**config.mk**
```make
export PLATFORM = sky130hd
export DESIGN_NAME = laser_scan_to_world_points_unit_flat
export DESIGN_NICKNAME = d
export VERILOG_FILES = /design/src/design/lstwp_pkg.sv /design/src/design/lstwp_if.sv /design/src/design/lstwp_front.sv /design/src/design/lstwp_queue.sv /design/src/design/lstwp_back.sv /design/src/design/laser_scan_to_world_points_unit.sv /design/src/flat_wrapper.sv
export SDC_FILE = /design/constraint.sdc
export NUM_CORES = 2
export LEC_CHECK = 0
export ABC_AREA = 1
export CAP_MARGIN = 5
export CORE_MARGIN = 3
export CORE_UTILIZATION = 35
export CTS_CLUSTER_DIAMETER = 60
export DETAILED_ROUTE_END_ITERATION = 8
export DONT_BUFFER_PORTS = 1
export GPL_TIMING_DRIVEN = 0
export PLACE_DENSITY_LB_ADDON = 0.15
export SKIP_CTS_REPAIR_TIMING = 1
export SYNTH_ARGS = -nofsm -noshare
export SYNTH_HDL_FRONTEND = slang
export SYNTH_SLANG_ARGS = --single-unit
```
**constraint.sdc**
```tcl
create_clock -name clock -period 11.55 [get_ports clock]
set_clock_uncertainty 0.1 [all_clocks]
set_input_delay 2.31 -clock clock [delete_from_list [all_inputs] [get_ports clock]]
set_output_delay 2.31 -clock clock [all_outputs]
set_load 0.1 [all_outputs]
```
**src/design/lstwp_pkg.sv**
```systemverilog
// Package with shared types, constants and functions of the laser scan to world points unit.
package lstwp_pkg;

   localparam int MAX_BEAMS_DEFAULT  = 2048;
   localparam int ANGLE_BITS_DEFAULT = 16;
   localparam int CORDIC_STEPS       = 24;
   localparam int STEP_BITS          = 5;
   localparam int DATA_BITS          = 56;
   localparam int NUM_REGS           = 6;
   localparam int ADDR_BITS          = 5;
   localparam int OUT_BITS           = 24;
   localparam int RANGE_BITS         = 16;
   localparam int INDEX_BITS         = 11;
   localparam int QUEUE_DEPTH        = 4;
   localparam int QUEUE_PTR_BITS     = 2;
   localparam logic signed [31:0] GAIN_Q30 = 32'sd652032874;

   localparam logic [ADDR_BITS-1:0] REG_START  = 5'd0;
   localparam logic [ADDR_BITS-1:0] REG_STEP   = 5'd4;
   localparam logic [ADDR_BITS-1:0] REG_OFFY   = 5'd8;
   localparam logic [ADDR_BITS-1:0] REG_HEIGHT = 5'd12;
   localparam logic [ADDR_BITS-1:0] REG_ROLL   = 5'd16;
   localparam logic [ADDR_BITS-1:0] REG_YAW    = 5'd20;

   typedef enum logic {
      KIND_BEAM = 1'b0,
      KIND_POSE = 1'b1
   } kind_type;

   typedef struct packed {
      kind_type                 kind;
      logic [RANGE_BITS-1:0]    beam_range;
      logic                     last_beam;
      logic [31:0]              beam_a32;
      logic signed [23:0]       pose_x;
      logic signed [23:0]       pose_y;
      logic signed [15:0]       quat_z;
      logic signed [15:0]       quat_w;
   } job_type;

   typedef struct packed {
      logic [15:0]        start_angle;
      logic [15:0]        angle_step;
      logic signed [15:0] mount_offset_y;
      logic signed [15:0] mount_height;
      logic [15:0]        mount_roll;
      logic [15:0]        mount_yaw;
   } cfg_type;

   function automatic logic [31:0] atan_entry(input logic [STEP_BITS-1:0] i);
      logic [31:0] v;
      unique case (i)
         5'd0:  v = 32'h20000000;
         5'd1:  v = 32'h12E4051E;
         5'd2:  v = 32'h09FB385B;
         5'd3:  v = 32'h051111D4;
         5'd4:  v = 32'h028B0D43;
         5'd5:  v = 32'h0145D7E1;
         5'd6:  v = 32'h00A2F61E;
         5'd7:  v = 32'h00517C55;
         5'd8:  v = 32'h0028BE53;
         5'd9:  v = 32'h00145F2F;
         5'd10: v = 32'h000A2F98;
         5'd11: v = 32'h000517CC;
         5'd12: v = 32'h00028BE6;
         5'd13: v = 32'h000145F3;
         5'd14: v = 32'h0000A2FA;
         5'd15: v = 32'h0000517D;
         5'd16: v = 32'h000028BE;
         5'd17: v = 32'h0000145F;
         5'd18: v = 32'h00000A30;
         5'd19: v = 32'h00000518;
         5'd20: v = 32'h0000028C;
         5'd21: v = 32'h00000146;
         5'd22: v = 32'h000000A3;
         5'd23: v = 32'h00000051;
         default: v = 32'h0;
      endcase
      return v;
   endfunction

endpackage

```
**src/design/lstwp_if.sv**
```systemverilog
// Valid/ready channel interfaces for requests and results.
interface lstwp_req_if;
   logic        valid;
   logic        ready;
   logic        req_type;
   logic [10:0] beam_index;
   logic [15:0] beam_range;
   logic        last_beam;
   logic signed [23:0] pose_x;
   logic signed [23:0] pose_y;
   logic signed [15:0] quat_z;
   logic signed [15:0] quat_w;
   modport source (output valid, req_type, beam_index, beam_range, last_beam,
                   pose_x, pose_y, quat_z, quat_w, input ready);
   modport sink (input valid, req_type, beam_index, beam_range, last_beam,
                 pose_x, pose_y, quat_z, quat_w, output ready);
endinterface

interface lstwp_rsp_if;
   logic        valid;
   logic        ready;
   logic signed [23:0] world_x;
   logic signed [23:0] world_y;
   logic signed [23:0] world_z;
   logic        scan_end;
   modport source (output valid, world_x, world_y, world_z, scan_end, input ready);
   modport sink (input valid, world_x, world_y, world_z, scan_end, output ready);
endinterface

```
**src/design/lstwp_front.sv**
```systemverilog
// Front end: accepts words, drops out-of-range beams and forms the beam angle.
module lstwp_front
   import lstwp_pkg::*;
#(
   parameter int MAX_BEAMS  = MAX_BEAMS_DEFAULT,
   parameter int ANGLE_BITS = ANGLE_BITS_DEFAULT
) (
   input  logic    clock,
   input  logic    reset,
   lstwp_req_if.sink req,
   input  cfg_type cfg,
   output logic    job_valid,
   output job_type job,
   input  logic    job_ready
);

   localparam logic [ANGLE_BITS-1:0] ANGLE_MASK = '1;

   logic        job_valid_ff, job_valid_in;
   job_type     job_ff, job_in;
   logic [26:0] prod;
   logic [ANGLE_BITS-1:0] ang;
   logic        keep;

   assign req.ready = !job_valid_ff || job_ready;
   assign prod = 27'(req.beam_index) * 27'(cfg.angle_step);
   assign ang = ANGLE_BITS'(32'(cfg.start_angle) + 32'(prod)) & ANGLE_MASK;
   assign keep = (req.req_type == KIND_POSE) || (32'(req.beam_index) < 32'(MAX_BEAMS));

   always_comb begin
      job_in.kind       = kind_type'(req.req_type);
      job_in.beam_range = req.beam_range;
      job_in.last_beam  = req.last_beam;
      job_in.beam_a32   = 32'({ang, {(32-ANGLE_BITS){1'b0}}});
      job_in.pose_x     = req.pose_x;
      job_in.pose_y     = req.pose_y;
      job_in.quat_z     = req.quat_z;
      job_in.quat_w     = req.quat_w;
      job_valid_in      = job_valid_ff && !job_ready;
      if (req.valid && req.ready && keep) begin
         job_valid_in = 1'b1;
      end
   end

   always_ff @(posedge clock) begin
      if (reset) begin
         job_valid_ff <= 1'b0;
      end else begin
         job_valid_ff <= job_valid_in;
      end
      if (req.valid && req.ready) begin
         job_ff <= job_in;
      end
   end

   assign job_valid = job_valid_ff;
   assign job = job_ff;

endmodule

```
**src/design/lstwp_queue.sv**
```systemverilog
// Short job queue between front end and back end.
module lstwp_queue
   import lstwp_pkg::*;
(
   input  logic    clock,
   input  logic    reset,
   input  logic    in_valid,
   input  job_type in_job,
   output logic    in_ready,
   output logic    out_valid,
   output job_type out_job,
   input  logic    out_ready
);

   job_type mem [QUEUE_DEPTH];
   logic [QUEUE_PTR_BITS-1:0] wr_ff, wr_in, rd_ff, rd_in;
   logic [QUEUE_PTR_BITS:0]   cnt_ff, cnt_in;
   logic push, pop;

   assign in_ready  = cnt_ff != (QUEUE_PTR_BITS+1)'(QUEUE_DEPTH);
   assign out_valid = cnt_ff != '0;
   assign out_job   = mem[rd_ff];
   assign push = in_valid && in_ready;
   assign pop  = out_valid && out_ready;

   always_comb begin
      wr_in  = wr_ff + QUEUE_PTR_BITS'(push);
      rd_in  = rd_ff + QUEUE_PTR_BITS'(pop);
      cnt_in = cnt_ff + (QUEUE_PTR_BITS+1)'(push) - (QUEUE_PTR_BITS+1)'(pop);
   end

   always_ff @(posedge clock) begin
      if (reset) begin
         wr_ff  <= '0;
         rd_ff  <= '0;
         cnt_ff <= '0;
      end else begin
         wr_ff  <= wr_in;
         rd_ff  <= rd_in;
         cnt_ff <= cnt_in;
      end
      if (push) begin
         mem[wr_ff] <= in_job;
      end
   end

endmodule

```
**src/design/lstwp_back.sv**
```systemverilog
// Back end: shared CORDIC sequencer for the heading and the point transform chain.
module lstwp_back
   import lstwp_pkg::*;
#(
   parameter int ANGLE_BITS = ANGLE_BITS_DEFAULT
) (
   input  logic    clock,
   input  logic    reset,
   input  cfg_type cfg,
   input  logic    job_valid,
   input  job_type job,
   output logic    job_ready,
   lstwp_rsp_if.source rsp
);

   typedef enum logic [6:0] {
      ST_IDLE  = 7'b0000001,
      ST_SETUP = 7'b0000010,
      ST_ITER  = 7'b0000100,
      ST_GAINX = 7'b0001000,
      ST_GAINY = 7'b0010000,
      ST_NEXT  = 7'b0100000,
      ST_OUT   = 7'b1000000
   } state_type;

   localparam logic [ANGLE_BITS-1:0] ANGLE_MASK = '1;

   state_type state_ff, state_in;
   logic [2:0] phase_ff, phase_in;
   logic [STEP_BITS-1:0] step_ff, step_in;
   logic signed [DATA_BITS-1:0] cx_ff, cx_in, cy_ff, cy_in;
   logic signed [33:0] cz_ff, cz_in;
   logic signed [DATA_BITS-1:0] px_ff, px_in, py_ff, py_in, pz_ff, pz_in;
   logic signed [DATA_BITS-1:0] gx_ff, gx_in;
   logic signed [DATA_BITS-1:0] mop_full;
   logic signed [31:0] mop;
   logic signed [63:0] mul;
   logic signed [DATA_BITS-1:0] rnd;
   logic signed [23:0] pose_x_ff, pose_x_in, pose_y_ff, pose_y_in;
   logic [ANGLE_BITS-1:0] head_ff, head_in;
   logic signed [23:0] npx_ff, npx_in, npy_ff, npy_in;
   logic last_ff, last_in;
   logic rsp_valid_ff, rsp_valid_in;
   logic signed [23:0] ox_ff, ox_in, oy_ff, oy_in, oz_ff, oz_in;
   logic signed [DATA_BITS-1:0] dx, dy, sx, sy;
   logic [31:0] atab;
   logic vec_mode;
   logic [31:0] rot_a32;
   logic [1:0] quad;
   logic [31:0] resid;
   logic signed [DATA_BITS-1:0] ix, iy;
   logic [31:0] hneg;

   // Phases: 0 beam angle, 1 heading, 2 roll, 3 yaw, 4 atan2 for a pose.
   localparam logic [2:0] PH_BEAM = 3'd0;
   localparam logic [2:0] PH_HEAD = 3'd1;
   localparam logic [2:0] PH_ROLL = 3'd2;
   localparam logic [2:0] PH_YAW  = 3'd3;
   localparam logic [2:0] PH_ATAN = 3'd4;

   function automatic logic signed [23:0] sat(input logic signed [DATA_BITS-1:0] v);
      logic signed [23:0] r;
      if (v > DATA_BITS'(64'sd8388607)) begin
         r = 24'sd8388607;
      end else if (v < -DATA_BITS'(64'sd8388608)) begin
         r = -24'sd8388608;
      end else begin
         r = v[23:0];
      end
      return r;
   endfunction

   assign job_ready = (state_ff == ST_IDLE);
   assign vec_mode  = (phase_ff == PH_ATAN);
   assign atab = atan_entry(step_ff);
   assign sx = cx_ff >>> step_ff;
   assign sy = cy_ff >>> step_ff;
   assign dx = sy;
   assign dy = sx;
   // Rotated vectors stay well inside 32 signed bits before the gain multiply.
   assign mop_full = (state_ff == ST_GAINX) ? cx_ff : cy_ff;
   assign mop = mop_full[31:0];
   assign mul = mop * GAIN_Q30;
   assign rnd = DATA_BITS'((mul + (64'sd1 <<< 33)) >>> 34);

   always_comb begin
      unique case (phase_ff)
         PH_BEAM: rot_a32 = cz_ff[31:0];
         PH_HEAD: rot_a32 = 32'({head_ff, {(32-ANGLE_BITS){1'b0}}});
         PH_ROLL: rot_a32 = 32'({ANGLE_BITS'(cfg.mount_roll) & ANGLE_MASK,
                                 {(32-ANGLE_BITS){1'b0}}});
         PH_YAW:  rot_a32 = 32'({ANGLE_BITS'(cfg.mount_yaw) & ANGLE_MASK,
                                 {(32-ANGLE_BITS){1'b0}}});
         default: rot_a32 = '0;
      endcase
   end

   always_comb begin
      quad  = 2'((rot_a32 + 32'h20000000) >> 30);
      resid = rot_a32 - {quad, 30'd0};
      unique case (phase_ff)
         PH_ROLL: begin ix = py_ff; iy = pz_ff; end
         default: begin ix = px_ff; iy = py_ff; end
      endcase
   end

   assign hneg = 32'd0 - {cz_ff[30:0], 1'b0};

   always_comb begin
      state_in = state_ff; phase_in = phase_ff; step_in = step_ff;
      cx_in = cx_ff; cy_in = cy_ff; cz_in = cz_ff;
      px_in = px_ff; py_in = py_ff; pz_in = pz_ff; gx_in = gx_ff;
      pose_x_in = pose_x_ff; pose_y_in = pose_y_ff; head_in = head_ff;
      npx_in = npx_ff; npy_in = npy_ff; last_in = last_ff;
      rsp_valid_in = rsp_valid_ff && !rsp.ready;
      ox_in = ox_ff; oy_in = oy_ff; oz_in = oz_ff;
      unique case (state_ff)
         ST_IDLE: begin
            if (job_valid) begin
               last_in = job.last_beam;
               if (job.kind == KIND_POSE) begin
                  npx_in = job.pose_x;
                  npy_in = job.pose_y;
                  phase_in = PH_ATAN;
                  cx_in = DATA_BITS'(job.quat_w);
                  cy_in = DATA_BITS'(job.quat_z);
               end else begin
                  phase_in = PH_BEAM;
                  px_in = DATA_BITS'({1'b0, job.beam_range});
                  py_in = '0;
                  cz_in = 34'(job.beam_a32);
               end
               state_in = ST_SETUP;
            end
         end
         ST_SETUP: begin
            step_in = '0;
            if (vec_mode) begin
               if (cx_ff == '0 && cy_ff == '0) begin
                  cz_in = '0;
                  state_in = ST_NEXT;
               end else if (cx_ff < 0) begin
                  cx_in = (-cx_ff) <<< 8; cy_in = (-cy_ff) <<< 8;
                  cz_in = 34'sd1 <<< 31;
                  state_in = ST_ITER;
               end else begin
                  cx_in = cx_ff <<< 8; cy_in = cy_ff <<< 8;
                  cz_in = '0;
                  state_in = ST_ITER;
               end
            end else begin
               cz_in = 34'(signed'(resid));
               unique case (quad)
                  2'd1: begin cx_in = -iy; cy_in = ix; end
                  2'd2: begin cx_in = -ix; cy_in = -iy; end
                  2'd3: begin cx_in = iy; cy_in = -ix; end
                  default: begin cx_in = ix; cy_in = iy; end
               endcase
               cx_in = cx_in <<< 4;
               cy_in = cy_in <<< 4;
               state_in = ST_ITER;
            end
         end
         ST_ITER: begin
            if (vec_mode ? (cy_ff > 0) : (cz_ff >= 0)) begin
               cx_in = vec_mode ? cx_ff + dx : cx_ff - dx;
               cy_in = vec_mode ? cy_ff - dy : cy_ff + dy;
               cz_in = vec_mode ? cz_ff + 34'(atab) : cz_ff - 34'(atab);
            end else begin
               cx_in = vec_mode ? cx_ff - dx : cx_ff + dx;
               cy_in = vec_mode ? cy_ff + dy : cy_ff - dy;
               cz_in = vec_mode ? cz_ff - 34'(atab) : cz_ff + 34'(atab);
            end
            step_in = step_ff + 1'b1;
            if (step_ff == STEP_BITS'(CORDIC_STEPS-1)) begin
               state_in = vec_mode ? ST_NEXT : ST_GAINX;
            end
         end
         ST_GAINX: begin
            gx_in = rnd;
            state_in = ST_GAINY;
         end
         ST_GAINY: begin
            state_in = ST_NEXT;
            unique case (phase_ff)
               PH_BEAM: begin px_in = gx_ff; py_in = rnd; phase_in = PH_HEAD; end
               PH_HEAD: begin
                  px_in = gx_ff + DATA_BITS'(pose_y_ff);
                  py_in = rnd + DATA_BITS'(pose_x_ff) + DATA_BITS'(cfg.mount_offset_y);
                  pz_in = -DATA_BITS'(cfg.mount_height);
                  phase_in = PH_ROLL;
               end
               PH_ROLL: begin py_in = gx_ff; pz_in = rnd; phase_in = PH_YAW; end
               default: begin px_in = gx_ff; py_in = rnd; state_in = ST_OUT; end
            endcase
         end
         ST_NEXT: begin
            if (vec_mode) begin
               pose_x_in = npx_ff;
               pose_y_in = npy_ff;
               head_in = ANGLE_BITS'((33'(hneg) + (33'd1 << (31 - ANGLE_BITS)))
                                     >> (32 - ANGLE_BITS)) & ANGLE_MASK;
               state_in = ST_IDLE;
            end else begin
               state_in = ST_SETUP;
            end
         end
         ST_OUT: begin
            if (!rsp_valid_ff || rsp.ready) begin
               rsp_valid_in = 1'b1;
               ox_in = sat(px_ff); oy_in = sat(py_ff); oz_in = sat(pz_ff);
               state_in = ST_IDLE;
            end
         end
         default: state_in = ST_IDLE;
      endcase
   end

   always_ff @(posedge clock) begin
      if (reset) begin
         state_ff <= ST_IDLE;
         rsp_valid_ff <= 1'b0;
         pose_x_ff <= '0;
         pose_y_ff <= '0;
         head_ff <= '0;
      end else begin
         state_ff <= state_in;
         rsp_valid_ff <= rsp_valid_in;
         pose_x_ff <= pose_x_in;
         pose_y_ff <= pose_y_in;
         head_ff <= head_in;
      end
      phase_ff <= phase_in; step_ff <= step_in;
      cx_ff <= cx_in; cy_ff <= cy_in; cz_ff <= cz_in;
      px_ff <= px_in; py_ff <= py_in; pz_ff <= pz_in; gx_ff <= gx_in;
      npx_ff <= npx_in; npy_ff <= npy_in; last_ff <= last_in;
      ox_ff <= ox_in; oy_ff <= oy_in; oz_ff <= oz_in;
   end

   logic scan_end_ff;
   always_ff @(posedge clock) begin
      if (state_ff == ST_OUT && (!rsp_valid_ff || rsp.ready)) begin
         scan_end_ff <= last_ff;
      end
   end

   assign rsp.valid    = rsp_valid_ff;
   assign rsp.world_x  = ox_ff;
   assign rsp.world_y  = oy_ff;
   assign rsp.world_z  = oz_ff;
   assign rsp.scan_end = scan_end_ff;

endmodule

```
**src/design/laser_scan_to_world_points_unit.sv**
```systemverilog
// Top level of the laser scan to world points unit.
// Usage:
// The request channel takes beam words (req_type 0) and pose words (req_type 1).
// A pose word stores the position and a heading from the quaternion and makes no result.
// A beam word gives one result word on the response channel with the world point.
// Beams whose index is not below MAX_BEAMS are dropped in the front end.
// The front end registers and classifies a word, then a four-entry queue
// holds it for the back end.
// The back end runs one shared 24-step CORDIC unit: a beam takes four rotations
// (beam angle, heading, roll and yaw) one after another; a pose takes one
// vectoring run that forms its heading.
// That shared CORDIC unit sets the rate: a new word starts only once the last is done.
// The result sits in an output register, so the back end starts the next word
// while a result waits; when the receiver stalls, the queue fills and then
// the request ready drops.
// Reset clears the control state, the configuration and the stored pose to zero.
// The user must write csr_ configuration only while idle; the unit does not check this.
module laser_scan_to_world_points_unit
   import lstwp_pkg::*;
#(
   parameter int MAX_BEAMS  = MAX_BEAMS_DEFAULT,
   parameter int ANGLE_BITS = ANGLE_BITS_DEFAULT
) (
   input  logic clock,
   input  logic reset,
   lstwp_req_if.sink   req,
   lstwp_rsp_if.source rsp,
   input  logic                 csr_psel,
   input  logic                 csr_penable,
   input  logic                 csr_pwrite,
   input  logic [ADDR_BITS-1:0] csr_paddr,
   input  logic [31:0]          csr_pwdata,
   output logic [31:0]          csr_prdata,
   output logic                 csr_pready
);

   cfg_type cfg_ff, cfg_in;
   logic    fj_valid, fj_ready, bj_valid, bj_ready;
   job_type fj, bj;

   assign csr_pready = 1'b1;

   always_comb begin
      cfg_in = cfg_ff;
      if (csr_psel && csr_penable && csr_pwrite) begin
         unique case (csr_paddr)
            REG_START:  cfg_in.start_angle    = csr_pwdata[15:0];
            REG_STEP:   cfg_in.angle_step     = csr_pwdata[15:0];
            REG_OFFY:   cfg_in.mount_offset_y = csr_pwdata[15:0];
            REG_HEIGHT: cfg_in.mount_height   = csr_pwdata[15:0];
            REG_ROLL:   cfg_in.mount_roll     = csr_pwdata[15:0];
            REG_YAW:    cfg_in.mount_yaw      = csr_pwdata[15:0];
            default: ;
         endcase
      end
      unique case (csr_paddr)
         REG_START:  csr_prdata = 32'(cfg_ff.start_angle);
         REG_STEP:   csr_prdata = 32'(cfg_ff.angle_step);
         REG_OFFY:   csr_prdata = 32'(cfg_ff.mount_offset_y);
         REG_HEIGHT: csr_prdata = 32'(cfg_ff.mount_height);
         REG_ROLL:   csr_prdata = 32'(cfg_ff.mount_roll);
         REG_YAW:    csr_prdata = 32'(cfg_ff.mount_yaw);
         default:    csr_prdata = '0;
      endcase
   end

   always_ff @(posedge clock) begin
      if (reset) begin
         cfg_ff <= '0;
      end else begin
         cfg_ff <= cfg_in;
      end
   end

   lstwp_front #(.MAX_BEAMS(MAX_BEAMS), .ANGLE_BITS(ANGLE_BITS)) u_front (
      .clock, .reset, .req, .cfg(cfg_ff),
      .job_valid(fj_valid), .job(fj), .job_ready(fj_ready)
   );

   lstwp_queue u_queue (
      .clock, .reset, .in_valid(fj_valid), .in_job(fj), .in_ready(fj_ready),
      .out_valid(bj_valid), .out_job(bj), .out_ready(bj_ready)
   );

   lstwp_back #(.ANGLE_BITS(ANGLE_BITS)) u_back (
      .clock, .reset, .cfg(cfg_ff),
      .job_valid(bj_valid), .job(bj), .job_ready(bj_ready), .rsp
   );

endmodule

```
**src/flat_wrapper.sv**
```systemverilog
// flat-port wrapper written by rule: the top's interface ports become plain ports
module laser_scan_to_world_points_unit_flat import lstwp_pkg::*;
#(
   parameter int MAX_BEAMS  = MAX_BEAMS_DEFAULT,
   parameter int ANGLE_BITS = ANGLE_BITS_DEFAULT
)
  (clock, reset, csr_psel, csr_penable, csr_pwrite, csr_paddr, csr_pwdata, csr_prdata, csr_pready, req_valid, req_req_type, req_beam_index, req_beam_range, req_last_beam, req_pose_x, req_pose_y, req_quat_z, req_quat_w, req_ready, rsp_valid, rsp_world_x, rsp_world_y, rsp_world_z, rsp_scan_end, rsp_ready);
  lstwp_req_if req_i ();
  lstwp_rsp_if rsp_i ();
  input  logic clock;
  input  logic reset;
  input  logic csr_psel;
  input  logic csr_penable;
  input  logic csr_pwrite;
  input  logic [ADDR_BITS-1:0] csr_paddr;
  input  logic [31:0] csr_pwdata;
  output logic [31:0] csr_prdata;
  output logic csr_pready;
  input wire logic [$bits(req_i.valid)-1:0] req_valid;
  input wire logic [$bits(req_i.req_type)-1:0] req_req_type;
  input wire logic [$bits(req_i.beam_index)-1:0] req_beam_index;
  input wire logic [$bits(req_i.beam_range)-1:0] req_beam_range;
  input wire logic [$bits(req_i.last_beam)-1:0] req_last_beam;
  input wire logic [$bits(req_i.pose_x)-1:0] req_pose_x;
  input wire logic [$bits(req_i.pose_y)-1:0] req_pose_y;
  input wire logic [$bits(req_i.quat_z)-1:0] req_quat_z;
  input wire logic [$bits(req_i.quat_w)-1:0] req_quat_w;
  output wire logic [$bits(req_i.ready)-1:0] req_ready;
  output wire logic [$bits(rsp_i.valid)-1:0] rsp_valid;
  output wire logic [$bits(rsp_i.world_x)-1:0] rsp_world_x;
  output wire logic [$bits(rsp_i.world_y)-1:0] rsp_world_y;
  output wire logic [$bits(rsp_i.world_z)-1:0] rsp_world_z;
  output wire logic [$bits(rsp_i.scan_end)-1:0] rsp_scan_end;
  input wire logic [$bits(rsp_i.ready)-1:0] rsp_ready;
  assign req_i.valid = req_valid;
  assign req_i.req_type = req_req_type;
  assign req_i.beam_index = req_beam_index;
  assign req_i.beam_range = req_beam_range;
  assign req_i.last_beam = req_last_beam;
  assign req_i.pose_x = req_pose_x;
  assign req_i.pose_y = req_pose_y;
  assign req_i.quat_z = req_quat_z;
  assign req_i.quat_w = req_quat_w;
  assign req_ready = req_i.ready;
  assign rsp_valid = rsp_i.valid;
  assign rsp_world_x = rsp_i.world_x;
  assign rsp_world_y = rsp_i.world_y;
  assign rsp_world_z = rsp_i.world_z;
  assign rsp_scan_end = rsp_i.scan_end;
  assign rsp_i.ready = rsp_ready;
  laser_scan_to_world_points_unit #(.MAX_BEAMS(MAX_BEAMS), .ANGLE_BITS(ANGLE_BITS)) u_core (.clock(clock), .reset(reset), .req(req_i), .rsp(rsp_i), .csr_psel(csr_psel), .csr_penable(csr_penable), .csr_pwrite(csr_pwrite), .csr_paddr(csr_paddr), .csr_pwdata(csr_pwdata), .csr_prdata(csr_prdata), .csr_pready(csr_pready));
endmodule
```
==> summary.txt <==
Synth
  – Synth warnings: 0
  – Post-synth top flop: edfxtp_1
  – Synth area leaders: edfxtp_1, fa_1, ha_1
  – EDFF count, synth: 991
  – Post-synthesis cell area: 107000 sq um
  – Syn Nets: 15300
  – Synth Register Bits: 1197
  – Ys async rst share: 0%
  – Largest area contributor in the netlist: edfxtp_1
  – Cells after synthesis: 13800
  – Yosys top cell area share: 27.9%
  – Netlist cell types: 77
  – Sequential cell area fraction in the yosys report: 31.7%
  – Mean post-synth cell area: 7.72 sq um

Setup path
  – Crit Path Max Fanout: 11
  – Slowest CP cell: fa_1
  – Worst R2R Start: u_core.u_back.state_ff[0]
  – CP most frequent cell: inv_1
  – Critical Path Sink: u_core.u_back.py_ff[30]
  – Crit path largest cell delay: 570 ps
  – CP Launch Type: flop
  – Worst setup startpoint: u_core.u_back.state_ff[0]
  – WS Path Type: reg2reg
  – CP Capture Type: flop
  – Worst R2R Path Depth: 56
  – Critical path arrival: 11710 ps
  – Critical Path RT: 12010 ps
  – Flop2flop setup slack: 300 ps
  – Worst R2R End: u_core.u_back.py_ff[30]

Cells and area
  – Most frequent cells in the layout: inv_1, nand2_1, o21ai_0, nor2_1, edfxtp_1
  – Syn-to-layout area delta: 16.1%
  – Share of layout cells above drive strength 1: 9.65%
  – Layout Nets: 15700
  – Commonest non-fill, non-tap cell in the layout: inv_1

Global route
  – First-pass GRT wire length: 754000 um
  – Vias in the first global route: 97600
  – Grt ovf: 0
  – Initial antenna violation count: 50
  – GRT Util Overall: 34.2%
  – Pin count of the biggest net entering global routing: 63

Clock network
  – CTS tree: built
  – Max clock buf depth: 4
  – Clock Sinks: 1197
  – Worst skew pair latency: 860 ps
  – H-tree depth: 4
  – Clock buffer count from CTS: 164
  – CTS root buffer: clkbuf_16
  – Clock transition at path regs: 60 ps

Drt
  – ANT nets after route: 0
  – DR vias: 102000
  – Number of iterations in the first detailed-routing pass: 6
  – Post-route DRC: 0
  – Vias/cell: 5.54
  – Drt total wl: 552000 um
  – Iter 0 DRT Violations: 11200
  – Detailed-route wire length per cell: 30.0 um

Floorplan
  – Core Region: 303000 sq um
  – Die area: 312000 sq um
  – Die Wd: 558 um
  – Starting Density: 35.2%
  – Row cnt: 202
  – DIE HEIGHT: 558 um
  – Boundary Pins: 261

Placement
  – Hpwl dp: 463000 um
  – Placer Congestion: 1.05
  – Worst slack, placed: -2840 ps
  – Port buffer count: 0

Outcome
  – Status: complete, but fails checks
  – Failing checks: capacitance limit, slew limit

Timing
  – Setup ws final: 295 ps
  – Final setup viols: 0
  – Rel. slew slack: -3.21%
  – Worst-margin pin slew: 1550 ps
  – Fin crit share: 97.4%
  – Final worst path period need: 11250 ps
  – Final Max Tran Viols: 2
  – Hold Fails Final Rpt: 0
  – Fmax: 88.9 MHz

Worst hold path
  – HP Class: reg2reg

Flow run
  – Maxcap violations: 2
==> cells by family (layout without fill, tap and decap cells) <==
kind of cell	Yosys count	in the layout	share of synthesized area [%]
simple gates	4598	4598	17.8
compound gates	3336	3336	17.3
buf+inv	3027	3605	10.8
fa+ha+maj	1295	1295	19.2
flops	1197	1197	31.7
xor+xnor	259	259	2.15
mux	110	110	1.03
other cells	1	23	0.00351
==> layer usage <==
| metal | share of wire [%] | GRT usage [%] | vias to the layer above |
|---|---|---|---|
| met5 | 0.027 | 0 | - |
| met1 | 42 | 45.1 | 49800 |
| li1 | - | - | 46500 |
| met3 | 7.6 | 5.68 | 1004 |
| met2 | 44 | 53.6 | 4509 |
| met4 | 6.3 | 18.1 | 24 |
==> worst max-delay path, delay by kind of cell (launching register included) <==
kind | cells | cell delay [ps]
buffers and inverters | 20 | 2260
AO/OA/AOI/OAI | 8 | 1160
flip-flops | 1 | 320
adder cells (fa/ha/maj) | 11 | 4940
AND/OR/NAND/NOR | 17 | 2130
==> metrics by stage <==
| stage | instance area, sq um | TNS, ps | util, % | instances | hold slack, ps |
|---|---|---|---|---|---|
| 2_1_floorplan | 107000 | 0 | - | 13800 | 300 |
| 3_3_place_gp | 112000 | -2543960 | 36.8 | 17800 | 355 |
| 3_5_place_dp | 113000 | -61380 | 37.4 | 17900 | 359 |
| 4_1_cts | 119000 | -62570 | 39.2 | 18200 | 374 |
| 5_1_grt | 124000 | -755 | 40.9 | 18400 | 394 |
| 6_report | 124000 | 0 | 40.9 | 18400 | 374 |
==> sequential cells by signal, indices dropped and copies added (netlist names), 24 cells and up <==
name / count
u_core.u_back.py_ff: 32
u_core.u_back.npy_ff: 24
u_core.u_back.gx_ff: 30
u_core.u_back.px_ff: 31
u_core.u_back.npx_ff: 24
u_core.u_back.cx_ff: 56
u_core.u_back.pose_y_ff: 24
u_core.u_back.cz_ff: 34
u_core.u_back.cy_ff: 56
u_core.u_front.job: 114
u_core.u_back.pose_x_ff: 24
u_core.u_back.pz_ff: 52
u_core.u_back.atab: 30
u_core.u_back.rsp.world_y: 24
u_core.cfg_ff: 96
u_core.u_back.rsp.world_x: 24
u_core.u_queue.mem: 456
u_core.u_back.rsp.world_z: 24
==> layout make-up <==
type,instances,area [sq um]
Fill cell,31900,179000
Clock buffer,191,4290
Multi-Input combinational cell,9599,64900
Tap cell,3978,4980
Sequential cell,1197,33900
Buffer,569,2440
Antenna cell,22,55.1
Clock inverter,108,1190
Inverter,2456,9250
Timing Repair Buffer,281,3010
==> worst min-delay path by stage <==
stage / start / endpoint / depth (start not counted)
floorplan: u_core.u_back.last_ff / u_core.u_back.rsp.scan_end / 0
global placement: u_core.u_back.npy_ff[19] / u_core.u_back.pose_y_ff[19] / 2
detailed placement: u_core.u_back.npy_ff[3] / u_core.u_back.pose_y_ff[3] / 2
CTS: u_core.u_back.npy_ff[3] / u_core.u_back.pose_y_ff[3] / 2
global route: u_core.u_back.npy_ff[3] / u_core.u_back.pose_y_ff[3] / 2
finish: u_core.u_back.npy_ff[3] / u_core.u_back.pose_y_ff[3] / 2
==> Yosys cell counts (12+ instances only) <==
| cell | count |
|---|---|
| inv_2 | 26 |
| nor2_2 | 18 |
| o21ai_1 | 67 |
| mux2i_1 | 110 |
| buf_4 | 19 |
| o2111ai_1 | 30 |
| buf_2 | 22 |
| nand3_1 | 428 |
| a21boi_0 | 30 |
| nand2_1 | 2324 |
| clkbuf_1 | 471 |
| o211ai_1 | 84 |
| or2_2 | 53 |
| edfxtp_1 | 991 |
| nand3b_1 | 21 |
| o221ai_1 | 56 |
| o22ai_1 | 181 |
| buf_1 | 49 |
| o21bai_1 | 57 |
| a221o_1 | 14 |
| nor2_1 | 1410 |
| nor3_1 | 126 |
| a21oi_1 | 1071 |
| a221oi_1 | 30 |
| xor2_1 | 201 |
| dfxtp_1 | 206 |
| nand2_2 | 17 |
| xnor2_1 | 54 |
| o21ai_0 | 1443 |
| a31oi_1 | 80 |
| inv_1 | 2420 |
| ha_1 | 728 |
| o31ai_1 | 16 |
| nand4_1 | 74 |
| a211oi_1 | 12 |
| o21a_1 | 59 |
| a21o_1 | 33 |
| nor4_1 | 66 |
| o311ai_0 | 16 |
| fa_1 | 567 |
Power is left out: the tool's default activity adds up to more than one toggle a clock period on the data nets, which glitch-free logic cannot reach.
